--- config.mk ---
export PLATFORM = sky130hd
export DESIGN_NAME = bresenham_line_rasterizer_core
export DESIGN_NICKNAME = d
export VERILOG_FILES = /design/src/hw/rtl/brl_pkg.sv /design/src/hw/rtl/bresenham_line_rasterizer_core.sv /design/src/hw/rtl/brl_setup.sv
export SDC_FILE = /design/constraint.sdc
export NUM_CORES = 1
export LEC_CHECK = 0
export BUFFER_PORTS_ARGS = -buffer_cell sky130_fd_sc_hd__buf_2
export CORE_ASPECT_RATIO = 1.5
export CORE_UTILIZATION = 25
export DETAILED_ROUTE_END_ITERATION = 6
export GPL_TIMING_DRIVEN = 1
export SETUP_SLACK_MARGIN = 0.1
export SYNTH_ARGS = -nofsm -noshare
export SYNTH_HDL_FRONTEND = slang
export SYNTH_SLANG_ARGS = --single-unit
--- constraint.sdc ---
create_clock -name clock -period 27.6 [get_ports clock]
set_input_delay 5.52 -clock clock [delete_from_list [all_inputs] [get_ports clock]]
set_output_delay 5.52 -clock clock [all_outputs]
set_load 0.03 [all_outputs]
--- src/hw/rtl/brl_pkg.sv ---
package brl_pkg;

   localparam int COORD_BITS    = 12;
   localparam int DEC_BITS      = COORD_BITS + 4;
   localparam int STRAIGHT_BITS = COORD_BITS + 2;
   localparam int WIN_BITS      = 13;
   localparam int COLOUR_BITS   = 24;
   localparam int CSR_ADDR_BITS = 4;
   localparam int CSR_IDX_BITS  = 2;
   localparam int CSR_DATA_BITS = 32;

   localparam logic REQ_START = 1'b0;
   localparam logic REQ_STEP  = 1'b1;

   localparam logic [CSR_IDX_BITS-1:0] CSR_WINDOW_VALID = 2'd0;
   localparam logic [CSR_IDX_BITS-1:0] CSR_CLIP_W       = 2'd1;
   localparam logic [CSR_IDX_BITS-1:0] CSR_CLIP_H       = 2'd2;

   localparam logic [WIN_BITS-1:0] CLIP_W_RESET = 13'd640;
   localparam logic [WIN_BITS-1:0] CLIP_H_RESET = 13'd480;

   typedef struct packed {
      logic                            steep;
      logic                            downward;
      logic [COORD_BITS-1:0]           major_pos;
      logic [COORD_BITS-1:0]           minor_pos;
      logic [COORD_BITS-1:0]           major_end;
      logic signed [DEC_BITS-1:0]      decision;
      logic signed [DEC_BITS-1:0]      step_diag;
      logic [STRAIGHT_BITS-1:0]        step_straight;
   } line_setup_type;

endpackage

--- src/hw/rtl/bresenham_line_rasterizer_core.sv ---
// Bresenham line rasterizer. A start beat (req_type = 0) loads two endpoints and a colour
// and returns nothing; each step beat (req_type = 1) then returns one pixel of the line in
// window coordinates with its packed colour (blue low byte, red high byte), an
// inside_window flag for clipping against the clip width and height registers, and
// last_pixel on the final pixel. Step beats return nothing while no line is active or
// window_valid is 0.
// The line state advances at the input handshake with one add and compare, and the pixel
// lands in an output register, so one beat per cycle is sustained as long as rsp_ready
// keeps up. Write the window registers only while idle.
module bresenham_line_rasterizer_core
   import brl_pkg::*;
(
   input  logic                     clock,
   input  logic                     reset,

   input  logic                     req_valid,
   output logic                     req_ready,
   input  logic                     req_type,
   input  logic [COORD_BITS-1:0]    req_start_x,
   input  logic [COORD_BITS-1:0]    req_start_y,
   input  logic [COORD_BITS-1:0]    req_end_x,
   input  logic [COORD_BITS-1:0]    req_end_y,
   input  logic [7:0]               req_red,
   input  logic [7:0]               req_green,
   input  logic [7:0]               req_blue,

   output logic                     rsp_valid,
   input  logic                     rsp_ready,
   output logic [COORD_BITS-1:0]    rsp_pixel_x,
   output logic [COORD_BITS-1:0]    rsp_pixel_y,
   output logic [COLOUR_BITS-1:0]   rsp_pixel_colour,
   output logic                     rsp_inside_window,
   output logic                     rsp_last_pixel,

   input  logic                     psel,
   input  logic                     penable,
   input  logic                     pwrite,
   input  logic [CSR_ADDR_BITS-1:0] paddr,
   input  logic [CSR_DATA_BITS-1:0] pwdata,
   output logic [CSR_DATA_BITS-1:0] prdata,
   output logic                     pready
);

   // configuration
   logic                window_valid_ff;
   logic [WIN_BITS-1:0] clip_w_ff;
   logic [WIN_BITS-1:0] clip_h_ff;
   logic [CSR_IDX_BITS-1:0] csr_index;
   logic                csr_write;

   // line state
   logic                       line_active_ff, line_active_in;
   logic [COORD_BITS-1:0]      major_pos_ff, major_pos_in;
   logic [COORD_BITS-1:0]      minor_pos_ff, minor_pos_in;
   logic [COORD_BITS-1:0]      major_end_ff, major_end_in;
   logic signed [DEC_BITS-1:0] decision_ff, decision_in;
   logic signed [DEC_BITS-1:0] step_diag_ff, step_diag_in;
   logic [STRAIGHT_BITS-1:0]   step_straight_ff, step_straight_in;
   logic                       steep_ff, steep_in;
   logic                       downward_ff, downward_in;
   logic [COLOUR_BITS-1:0]     line_colour_ff, line_colour_in;

   // output register
   logic                    rsp_valid_ff, rsp_valid_in;
   logic [COORD_BITS-1:0]   pixel_x_ff, pixel_x_in;
   logic [COORD_BITS-1:0]   pixel_y_ff, pixel_y_in;
   logic [COLOUR_BITS-1:0]  pixel_colour_ff;
   logic                    inside_ff, inside_in;
   logic                    last_ff, last_in;

   line_setup_type setup;
   logic           req_fire;
   logic           emit;

   brl_setup u_setup (
      .start_x (req_start_x),
      .start_y (req_start_y),
      .end_x   (req_end_x),
      .end_y   (req_end_y),
      .setup   (setup)
   );

   // CSR port
   assign pready    = 1'b1;
   assign csr_index = paddr[CSR_ADDR_BITS-1:2];
   assign csr_write = psel & penable & pwrite & pready;

   always_comb begin
      unique case (csr_index)
         CSR_WINDOW_VALID: prdata = {{(CSR_DATA_BITS-1){1'b0}}, window_valid_ff};
         CSR_CLIP_W:       prdata = {{(CSR_DATA_BITS-WIN_BITS){1'b0}}, clip_w_ff};
         CSR_CLIP_H:       prdata = {{(CSR_DATA_BITS-WIN_BITS){1'b0}}, clip_h_ff};
         default:          prdata = '0;
      endcase
   end

   always_ff @(posedge clock) begin
      if (reset) begin
         window_valid_ff <= 1'b0;
         clip_w_ff       <= CLIP_W_RESET;
         clip_h_ff       <= CLIP_H_RESET;
      end else if (csr_write) begin
         unique case (csr_index)
            CSR_WINDOW_VALID: window_valid_ff <= pwdata[0];
            CSR_CLIP_W:       clip_w_ff       <= pwdata[WIN_BITS-1:0];
            CSR_CLIP_H:       clip_h_ff       <= pwdata[WIN_BITS-1:0];
            default: ;
         endcase
      end
   end

   // accept whenever the output register is free or being drained
   assign req_ready = ~rsp_valid_ff | rsp_ready;
   assign req_fire  = req_valid & req_ready;
   assign emit      = req_fire & (req_type == REQ_STEP) & line_active_ff & window_valid_ff;

   always_comb begin
      line_active_in   = line_active_ff;
      major_pos_in     = major_pos_ff;
      minor_pos_in     = minor_pos_ff;
      major_end_in     = major_end_ff;
      decision_in      = decision_ff;
      step_diag_in     = step_diag_ff;
      step_straight_in = step_straight_ff;
      steep_in         = steep_ff;
      downward_in      = downward_ff;
      line_colour_in   = line_colour_ff;

      pixel_x_in = steep_ff ? minor_pos_ff : major_pos_ff;
      pixel_y_in = steep_ff ? major_pos_ff : minor_pos_ff;
      inside_in  = ({1'b0, pixel_x_in} < clip_w_ff) &&
                   ({1'b0, pixel_y_in} < clip_h_ff);
      last_in    = major_pos_ff == major_end_ff;

      if (req_fire && req_type == REQ_START) begin
         line_active_in   = 1'b1;
         major_pos_in     = setup.major_pos;
         minor_pos_in     = setup.minor_pos;
         major_end_in     = setup.major_end;
         decision_in      = setup.decision;
         step_diag_in     = setup.step_diag;
         step_straight_in = setup.step_straight;
         steep_in         = setup.steep;
         downward_in      = setup.downward;
         line_colour_in   = {req_red, req_green, req_blue};
      end else if (emit) begin
         if (decision_ff > 0) begin
            minor_pos_in = minor_pos_ff + 1'b1;
            decision_in  = decision_ff + step_diag_ff;
         end else begin
            decision_in  = decision_ff +
                           $signed({{(DEC_BITS-STRAIGHT_BITS){1'b0}}, step_straight_ff});
         end
         if (last_in) begin
            line_active_in = 1'b0;
         end else if (downward_ff) begin
            major_pos_in = major_pos_ff - 1'b1;
         end else begin
            major_pos_in = major_pos_ff + 1'b1;
         end
      end

      // hold the result until taken, load a new one on emit
      rsp_valid_in = emit | (rsp_valid_ff & ~rsp_ready);
   end

   always_ff @(posedge clock) begin
      if (reset) begin
         line_active_ff   <= 1'b0;
         major_pos_ff     <= '0;
         minor_pos_ff     <= '0;
         major_end_ff     <= '0;
         decision_ff      <= '0;
         step_diag_ff     <= '0;
         step_straight_ff <= '0;
         steep_ff         <= 1'b0;
         downward_ff      <= 1'b0;
         line_colour_ff   <= '0;
         rsp_valid_ff     <= 1'b0;
      end else begin
         line_active_ff   <= line_active_in;
         major_pos_ff     <= major_pos_in;
         minor_pos_ff     <= minor_pos_in;
         major_end_ff     <= major_end_in;
         decision_ff      <= decision_in;
         step_diag_ff     <= step_diag_in;
         step_straight_ff <= step_straight_in;
         steep_ff         <= steep_in;
         downward_ff      <= downward_in;
         line_colour_ff   <= line_colour_in;
         rsp_valid_ff     <= rsp_valid_in;
      end
   end

   always_ff @(posedge clock) begin
      if (emit) begin
         pixel_x_ff      <= pixel_x_in;
         pixel_y_ff      <= pixel_y_in;
         pixel_colour_ff <= line_colour_ff;
         inside_ff       <= inside_in;
         last_ff         <= last_in;
      end
   end

   assign rsp_valid         = rsp_valid_ff;
   assign rsp_pixel_x       = pixel_x_ff;
   assign rsp_pixel_y       = pixel_y_ff;
   assign rsp_pixel_colour  = pixel_colour_ff;
   assign rsp_inside_window = inside_ff;
   assign rsp_last_pixel    = last_ff;

endmodule

--- src/hw/rtl/brl_setup.sv ---
module brl_setup
   import brl_pkg::*;
(
   input  logic [COORD_BITS-1:0] start_x,
   input  logic [COORD_BITS-1:0] start_y,
   input  logic [COORD_BITS-1:0] end_x,
   input  logic [COORD_BITS-1:0] end_y,
   output line_setup_type        setup
);

   logic [COORD_BITS-1:0] adx;
   logic [COORD_BITS-1:0] ady;
   logic                  steep;
   logic [COORD_BITS-1:0] a0, b0, a1, b1;
   logic [COORD_BITS-1:0] ma0, mb0, ma1, mb1;
   logic [COORD_BITS-1:0] dmin;
   logic [COORD_BITS-1:0] dmaj;
   logic [DEC_BITS-1:0]   dmin2;
   logic [DEC_BITS-1:0]   dmaj2;
   logic [DEC_BITS-1:0]   dmaj1;

   always_comb begin
      adx   = (end_x > start_x) ? end_x - start_x : start_x - end_x;
      ady   = (end_y > start_y) ? end_y - start_y : start_y - end_y;
      steep = ady > adx;

      // swap axes for steep lines so a is always the major axis
      a0 = steep ? start_y : start_x;
      b0 = steep ? start_x : start_y;
      a1 = steep ? end_y   : end_x;
      b1 = steep ? end_x   : end_y;

      // order endpoints so the minor axis increases
      if (b0 > b1) begin
         ma0 = a1; mb0 = b1; ma1 = a0; mb1 = b0;
      end else begin
         ma0 = a0; mb0 = b0; ma1 = a1; mb1 = b1;
      end

      dmin  = mb1 - mb0;
      dmaj  = (ma1 > ma0) ? ma1 - ma0 : ma0 - ma1;
      dmin2 = {{(DEC_BITS-COORD_BITS-1){1'b0}}, dmin, 1'b0};
      dmaj2 = {{(DEC_BITS-COORD_BITS-1){1'b0}}, dmaj, 1'b0};
      dmaj1 = {{(DEC_BITS-COORD_BITS){1'b0}}, dmaj};

      setup.steep         = steep;
      setup.downward      = ma1 < ma0;
      setup.major_pos     = ma0;
      setup.minor_pos     = mb0;
      setup.major_end     = ma1;
      setup.decision      = $signed(dmin2 - dmaj1);
      setup.step_diag     = $signed(dmin2 - dmaj2);
      setup.step_straight = {1'b0, dmin, 1'b0};
   end

endmodule
Word level (Yosys, flattened, before mapping)
Cells that the tools add are included.
Word-level totals
  bits in registers: 185
  output and inout port bits: 85
  bits of input ports: 116
Cells by class
  order comparisons: 9
  reduce and logical (&&, ||, !) cells: 12
  mux-type cells: 27
  bitwise gates (word level): 12
  add/sub/neg operators: 14
  equality and inequality tests: 4
Operators by type and width (number)
  12-bit 2-to-1 mux: 20
  12-bit subtractor: 7
  12-bit greater-than comparator: 5
  16-bit 2-to-1 mux: 3
  13-bit one-hot mux with 3 select lines: 1
  12-bit by 13-bit less-than comparator with 1-bit output: 2
  12-bit by 1-bit adder with 12-bit output, second input constant: 2
  16-bit by 14-bit adder with 16-bit output: 1
  16-bit adder: 1
  16-bit by 1-bit greater-than comparator with 1-bit output, second input constant: 1
  13-bit by 12-bit subtractor with 14-bit output: 1
  13-bit by 13-bit subtractor with 14-bit output: 1
  12-bit == test: 1
  12-bit less-than comparator: 1
  2-bit AND reduction: 6
  12-bit by 1-bit subtractor with 12-bit output, second input constant: 1
  1-bit AND: 7
  2-bit nonzero test: 3
  1-bit 2-to-1 mux: 3
  1-bit NOT: 3
  2-bit by 1-bit == test with 1-bit output, second input constant: 1
  2-bit == test, second input constant: 1
  1-bit logical AND: 2
  2-bit zero test: 1
  other kinds (2): 3

Logic depth before layout (Yosys ltp)
Gate-level depths: netlist of the first run.
  word-level depth: 10
  gate-level depth with buffers: 75
  gate-level depth less buffers: 65

Modules after synthesis
Synthesis of the first run repeated with hierarchy kept, for this count alone.
Unflattened totals
  cell total of the unflattened synthesis: 2054
  area, all modules: 16056.6 µm²
Modules (own cells, without submodules)
  bresenham_line_rasterizer_core: cells each 1042, instances 1, area an instance 9370.2 µm², seq. area each 4244.1 µm²
  brl_setup: cells each 1012, instances 1, area an instance 6686.4 µm², seq. area each 0.0 µm²

Worst setup path before layout of the first run
Ideal clock, no wire load.
  path kind: input-to-reg
  from: input port req_end_x[0]
  to: register decision_ff[13]
  stages on the path: 72
  arrival: 18.727 ns
  buffers on the path: 12
  library setup time: 0.079 ns
  setup slack: 8.794 ns
  cell sequence: inv_1 -> ha_1 -> inv_1 -> fa_1 -> a21o_1 -> a21o_1 -> a21o_1 -> a21o_1 -> a21oi_1 -> o211ai_1 -> nand2_1 -> mux2i_1 -> o21ai_0 -> a21oi_1 -> o21ai_0 -> a21oi_1 -> o21ai_0 -> a41o_1 -> [36 not listed] -> a211oi_1 -> a211oi_1 -> o21ai_2 -> buf_6 -> clkbuf_1 -> nand3_1 -> o2111ai_1 -> a21oi_1 -> nor2_1 -> o21ai_0 -> o211ai_1 -> a221oi_1 -> xor2_1 -> ha_1 -> or2_2 -> a211oi_1 -> nor2_1 -> a211oi_2
On the way
  cells in the longest elaborated chain, start to end: 10
  elaborated cells between the ends (all ways): 21
  those cells by class: 6 x add/sub; 4 x order compare; 11 x mux
Ends and longest elaborated chain
  from (decl): RTL line bresenham_line_rasterizer_core.sv:21  | input logic [COORD_BITS-1:0] req_end_x,
  12-bit subtractor or 12-bit greater-than comparator (tied branches): RTL line brl_setup.sv:23  | adx = (end_x > start_x) ? end_x - start_x : start_x - end_x;
  12-bit 2-to-1 mux: RTL line brl_setup.sv:23
  12-bit greater-than comparator: RTL line brl_setup.sv:25  | steep = ady > adx;
  12-bit 2-to-1 mux (on tied branches): RTL line brl_setup.sv:29, brl_setup.sv:31
  12-bit greater-than comparator: RTL line brl_setup.sv:34  | if (b0 > b1) begin
  12-bit 2-to-1 mux: RTL line brl_setup.sv:34
  12-bit subtractor or 12-bit greater-than comparator (tied branches): RTL line brl_setup.sv:41  | dmaj = (ma1 > ma0) ? ma1 - ma0 : ma0 - ma1;
  12-bit 2-to-1 mux: RTL line brl_setup.sv:41
  13-bit by 12-bit subtractor with 14-bit output *: RTL line brl_setup.sv:51  | setup.decision = $signed(dmin2 - dmaj1);
  16-bit 2-to-1 mux *: RTL line bresenham_line_rasterizer_core.sv:135  | if (req_fire && req_type == REQ_START) begin
  to (signal assigned): RTL line bresenham_line_rasterizer_core.sv:185  | decision_ff <= decision_in;
  to (decl): RTL line bresenham_line_rasterizer_core.sv:56  | logic signed [DEC_BITS-1:0] decision_ff, decision_in;
Every way passes the cells marked *; elsewhere a longest branch is shown, timed or not.
A chain may end at the register's enable or synchronous reset.

Worst setup path after layout of the first run
  from: input port req_end_x[0]
  to: register decision_ff[14]
The elaborated chain is that of the path after synthesis.

==> metrics, run 1 <==
Yosys reg bits approximately 180; Avg WL per Cell 16.1 um; crit path capture type flop; relative slew slack 0.246; Die X between 200 and 250 um; commonest register cell after synthesis dfxtp_1; final period utilization 0.760; share of cells above drive strength 1 0.141; Final Setup Violations 0; CP bufs+invs 6; Die Y about 310 um; Slew Viols, Final 0; PortBufs between 150 and 200; M2 GR Usage 0.250; status finished, violations left; root buffer cell clkbuf_16; CP max stage delay slightly above 0.8 ns; Std-Cell Core Area 0.0611 sq mm; delay-heaviest family, CP compound AO/OA/AOI/OAI gates; fin cells about 2900; # IOs 201; Initial Utilization 0.253; Residual DRC 2; Reg area approximately 0.0041 sq mm; Avg Cell Area, Syn roughly 8 sq um; First-pass DRT Iterations 7; # hold bufs at CTS 0; Vias roughly 14000; DRT iter0 DRCs 877; cell mode on critical path o21ai_0; ranking of synthesized cells by area dfxtp_1 (17%), ha_1 (12%), edfxtp_1 (9.7%); FP Rows 111; All-Layer GR Usage 0.146; post-synthesis cell count 1940; mapped cell area roughly 0.015 sq mm; Post-synth EDFFs 50; slowest stage cell on the critical path o21ai_0; library cells used by synthesis just over 90; CTS resizes 0; Yosys warning count 0; clock tree sinks approximately 180; die area 0.0628 sq mm; final net count roughly 2300; CTS tree built; Inst Count DP between 2000 and 3000; share of flip-flops with an asynchronous set or reset 0; Via density 4.86; area of the multi-input gates around 0.010 sq mm; vias in the first global route 13300; Worst EP arrival around 21 ns; Routability Congestion about 0.9; met1 usage 0.179; Synth area leader dfxtp_1; maximum clock path buffer count 2; first-pass GRT wire length 71.6 mm; Final Skew approximately 0.011 ns; CP startpoint kind primary input; Final Critical Period ~21 ns; initial antenna violation count 1; top cell type's share of synthesized area 0.171; RSZ-0062 raised after global routing no; worst path required time 27.96 ns; CP Max Fanout 86; largest net degree at the start of global routing 87; critical path class in -> reg; Reg clk slew, reported paths about 0.060 ns; M3 GR Usage 0.0142; DP HPWL 36.5 mm; hold slack roughly 0.43 ns; grt ovf 0; clk_lat worst skew about 0.45 ns; FILL cells roughly 6700; remaining antenna violation count 0; routed wire length about 46 mm; Area Growth Syn to Fin 13.5%; violated checks DRC; max_cap viols 0; final hold violation count 0; TNS Setup 0 ns; sequential area share after synthesis 0.268; n_diodes 0; Peak Freq around 48 MHz; Worst-Margin Slew 1.13 ns; worst hold path class reg -> reg; grt peak-use layer met2; Post-CTS Setup Inserts 0; CTS Buf Count 17; H-tree levels 4
[area by class of cell]
type                       instances  share of cell area
clock inverter                    10             0.00550
inverter                         133              0.0285
tap                              791              0.0565
timing repair buffer             176              0.0528
multi-input combinational       1536               0.593
sequential                       182               0.236
clock buffer                      22              0.0271
[cells in the mapped netlist, types with 34 or more instances]
| master | n |
|---|---|
| nand2_1 | 292 |
| a21oi_1 | 205 |
| ha_1 | 152 |
| inv_1 | 133 |
| dfxtp_1 | 132 |
| nor2_1 | 130 |
| o21ai_0 | 99 |
| xnor2_1 | 83 |
| clkbuf_1 | 65 |
| a211oi_1 | 51 |
| edfxtp_1 | 50 |
| a21o_1 | 46 |
| mux2_2 | 43 |
| nand3_1 | 34 |
[sequential cells by signal, indices dropped and copies added, names as in the netlist, 13 cells and up]
| signal | count |
|---|---|
| clip_h_ff | 13 |
| clip_w_ff | 13 |
| decision_ff | 16 |
| line_colour_ff | 24 |
| rsp_pixel_colour | 24 |
| step_diag_ff | 13 |
[kinds of logic (layout without fill, tap and decap cells)]
| group | count (synthesis) | in the layout | share of synthesized area |
|---|---|---|---|
| adders and majority gates | 161 | 161 | 0.134 |
| other | 2 | 20 | 0.000486 |
| AOI/OAI and AO/OA | 571 | 571 | 0.240 |
| xor gates and xnor gates | 112 | 112 | 0.0669 |
| muxes | 76 | 76 | 0.0542 |
| buffers and inverters | 240 | 341 | 0.0655 |
| and+or+nand+nor | 596 | 596 | 0.170 |
| DFF | 182 | 182 | 0.268 |
[routing by layer]
layer | wire [um] | part of all wire | vias up
met3 | 1820 | 0.040 | 69
met1 | 20100 | 0.44 | 6412
li1 | - | - | 7020
met4 | 1790 | 0.039 | 0
met5 | 0 | 0 | -
met2 | 22200 | 0.48 | 355
[cell usage in the layout, fill, tap and decap left out, types with 22 or more instances in the layout]
| cell type | Yosys | routed |
|---|---|---|
| nor2_1 | 130 | 129 |
| dfxtp_1 | 132 | 132 |
| a21o_1 | 46 | 46 |
| a211oi_1 | 51 | 51 |
| nand2_1 | 292 | 292 |
| nand2b_1 | 24 | 24 |
| mux2_2 | 43 | 43 |
| nand3_1 | 34 | 34 |
| xnor2_1 | 83 | 83 |
| o21ai_0 | 99 | 99 |
| ha_1 | 152 | 152 |
| o21bai_1 | 22 | 22 |
| inv_1 | 133 | 133 |
| a21oi_1 | 205 | 204 |
| nor3_1 | 25 | 25 |
| edfxtp_1 | 50 | 50 |
| o211ai_1 | 23 | 23 |
| mux2i_1 | 29 | 29 |
| xor2_1 | 25 | 25 |
| buf_2 | 2 | 158 |
[metrics by stage]
step	area, sq um	worst slack, ns	util
floorplan	15500	8.79	-
global placement	17000	6.35	0.278
detailed placement	17000	6.29	0.278
CTS	17500	6.73	0.287
global route	17500	5.34	0.287
finish	17500	6.61	0.287
[worst register-to-register path, stage by stage (launching register included)]
cell      delay (ns)
dfxtp_1         0.36
nor4_1          0.38
a41oi_1         0.16
buf_4           0.25
mux2_2          0.31
ha_1            0.21
fa_1            0.40
a21oi_1         0.17
nor2_1          0.06
nor2_1          0.16
o21bai_1        0.10
a21oi_1         0.24
o21bai_1        0.11
a21oi_1         0.23
o21bai_1        0.10
a21oi_1         0.23
nor2b_1         0.07
o21a_1          0.18
o21ai_0         0.14
nand2b_1        0.07
a21oi_1         0.20
xor2_1          0.14
o21ai_0         0.11
a211oi_2        0.25
[final timing paths]
check / start / end / slack, ns / cells after the start
max reg2reg: decision_ff[2] / decision_ff[15] / 22.90 / 23
min reg2reg: line_colour_ff[6] / rsp_pixel_colour[6] / 0.43 / 0
max: req_end_x[0] / decision_ff[14] / 6.61 / 64
min: line_colour_ff[6] / rsp_pixel_colour[6] / 0.43 / 0
Power of run 1 is left out: the tool's default activity adds up to more than one toggle a clock period on the data nets, which glitch-free logic cannot reach.
==> run 2: changes to the inputs <==
==> constraint.sdc (replaced) <==
create_clock -name clock -period 21.8 [get_ports clock]
set_input_delay 4.36 -clock clock [delete_from_list [all_inputs] [get_ports clock]]
set_output_delay 4.36 -clock clock [all_outputs]
set_load 0.03 [all_outputs]
==> run 2 against run 1 <==
Compared with the run above:
- the flow now finishes without violations
- routed wire length up 0.56%
- global-route usage decreased by 0.071 points
- critical endpoint unchanged
- utilization is essentially flat
- setup slack got worse by 3.8 ns
- non-clock buffer count grew 1
==> metrics, run 2 (synthesis results as in run 1) <==
status complete, no violations (was finished, violations left); First-pass DRT Iterations 5 (was 7); grt ovf 0 (unchanged); Std-Cell Core Area 0.0611 sq mm (unchanged); Routability Congestion 0.893 (was 0.898); RSZ-0062 raised after global routing no (unchanged); Die Y 306 um (unchanged); Layout Utilization 0.287 (about the same); largest net degree at the start of global routing 84 (was 87); TNS Setup 0 ns (unchanged); clock tree sinks 182 (unchanged); DP Worst Slack 2.48 ns (was 6.29 ns); worst hold path class reg -> reg (unchanged); vias in the first global route 13300 (about the same); Peak Freq around 53 MHz; DP HPWL 36.5 mm (about the same); # hold bufs at CTS 0 (unchanged); Worst Hold Path Cells 0 (unchanged); critical path class in -> reg (unchanged); Hold Path Origin line_colour_ff[2] (was line_colour_ff[6]); CTS tree built (unchanged); Worst Reg-to-Reg Cells 23 (unchanged); Final Critical Period between 15 and 20 ns; FP Rows 111 (unchanged); Post-CTS Setup Inserts 0 (unchanged); Area Growth Syn to Fin 13.5% (about the same); initial antenna violation count 0 (was 1); Die X 205 um (unchanged); CP Max Fanout 77 (was 86); Via density 4.87 (was 4.86); Worst R2R Start decision_ff[2] (unchanged); FILL cells 6737 (was 6654); # IOs 201 (unchanged); routed wire length 46.3 mm (was 46.0 mm); R2R setup slack 17.09 ns (was 22.90 ns); Reg area 0.00414 sq mm (unchanged); root buffer cell clkbuf_16 (unchanged); cell mode on critical path o21ai_0 (unchanged); share of cells above drive strength 1 0.141 (about the same); worst path required time 22.16 ns (was 27.96 ns); All-Layer GR Usage 0.145 (was 0.146); Worst EP arrival 19.39 ns (was 21.35 ns); clk_lat worst skew 0.45 ns (about the same); final hold violation count 0 (unchanged); PortBufs 159 (unchanged); H-tree levels 4 (unchanged); hold slack 0.426 ns (about the same); Final Setup Violations 0 (unchanged); CTS Buf Count 17 (unchanged); Crit Reg-Reg Endpoint decision_ff[15] (unchanged); remaining antenna violation count 0 (unchanged); most frequent cells in the layout nand2_1 (292), a21oi_1 (204), buf_2 (158) (unchanged); Vias 13900 (about the same); CP startpoint kind primary input (unchanged); first-pass GRT wire length 71.3 mm (was 71.6 mm); maximum clock path buffer count 2 (unchanged); DRT iter0 DRCs 685 (was 877); n_diodes 0 (unchanged); max_cap viols 0 (unchanged); Initial Utilization 0.253 (unchanged); final period utilization 0.873; Avg WL per Cell 16.2 um (was 16.1 um); relative slew slack 0.286 (was 0.246); area of the multi-input gates 0.0104 sq mm (unchanged); die area 0.0628 sq mm (unchanged); Slew Viols, Final 0 (unchanged); crit path capture type flop (unchanged); slowest stage cell on the critical path o21ai_0 (unchanged); final net count 2323 (was 2322); CTS resizes 0 (unchanged); worst setup margin 2.77 ns (was 6.61 ns); leading cell type in the layout, fill and taps excluded nand2_1 (unchanged); CP max stage delay 0.85 ns (was 0.82 ns); Reg clk slew, reported paths 0.07 ns (was 0.06 ns); Hold Path Sink rsp_pixel_colour[2] (was rsp_pixel_colour[6]); Worst-Margin Slew 1.06 ns (was 1.13 ns); Final Skew 0.0112 ns (was 0.0113 ns); Residual DRC 0 (was 2)
==> run 2: through the flow <==
stage	cell area (sq um)	instances
final	17500	2851
after global routing	17500	2851
after CTS	17500	2851
after detailed placement	17000	2819
after global placement	17000	2819
after floorplan	15500	1958
==> run 2: worst max path at each step <==
| stage | from | to | slack [ns] | cells after the start |
|---|---|---|---|---|
| floorplan | req_end_x[0] | decision_ff[13] | 4.15 | 72 |
| finish | req_end_x[0] | decision_ff[14] | 2.77 | 64 |
| CTS | req_end_x[0] | decision_ff[14] | 2.93 | 64 |
| detailed placement | req_end_x[0] | decision_ff[14] | 2.48 | 64 |
| global route | req_end_x[0] | decision_ff[13] | 1.75 | 65 |
| global placement | req_end_x[0] | decision_ff[14] | 2.58 | 64 |
==> run 2: cell type report <==
class                   count  area share
clock inverters            13     0.00699
repair buffers            177      0.0539
multi-input cells        1536       0.593
well taps                 791      0.0564
clock buffers              19      0.0247
inverters                 133      0.0285
flip-flops and latches    182       0.236
==> run 2: worst max-delay path, delay by kind of cell <==
family | cells | cell delay (ns)
AO/OA/AOI/OAI | 33 | 8.03
buffers and inverters | 5 | 0.70
XOR/XNOR | 2 | 0.42
adder cells (fa/ha/maj) | 7 | 2.19
AND/OR/NAND/NOR | 15 | 3.07
multiplexers | 2 | 0.59
==> run 2: metal layers <==
layer  wire [um]  global-route usage  vias up
met1       20100               0.176     6465
met5           0                   0        -
li1            -                   -     7016
met4        1760              0.0701        0
met2       22400               0.253      348
met3        1990              0.0159       63
Power of run 2 is left out for the same reason.
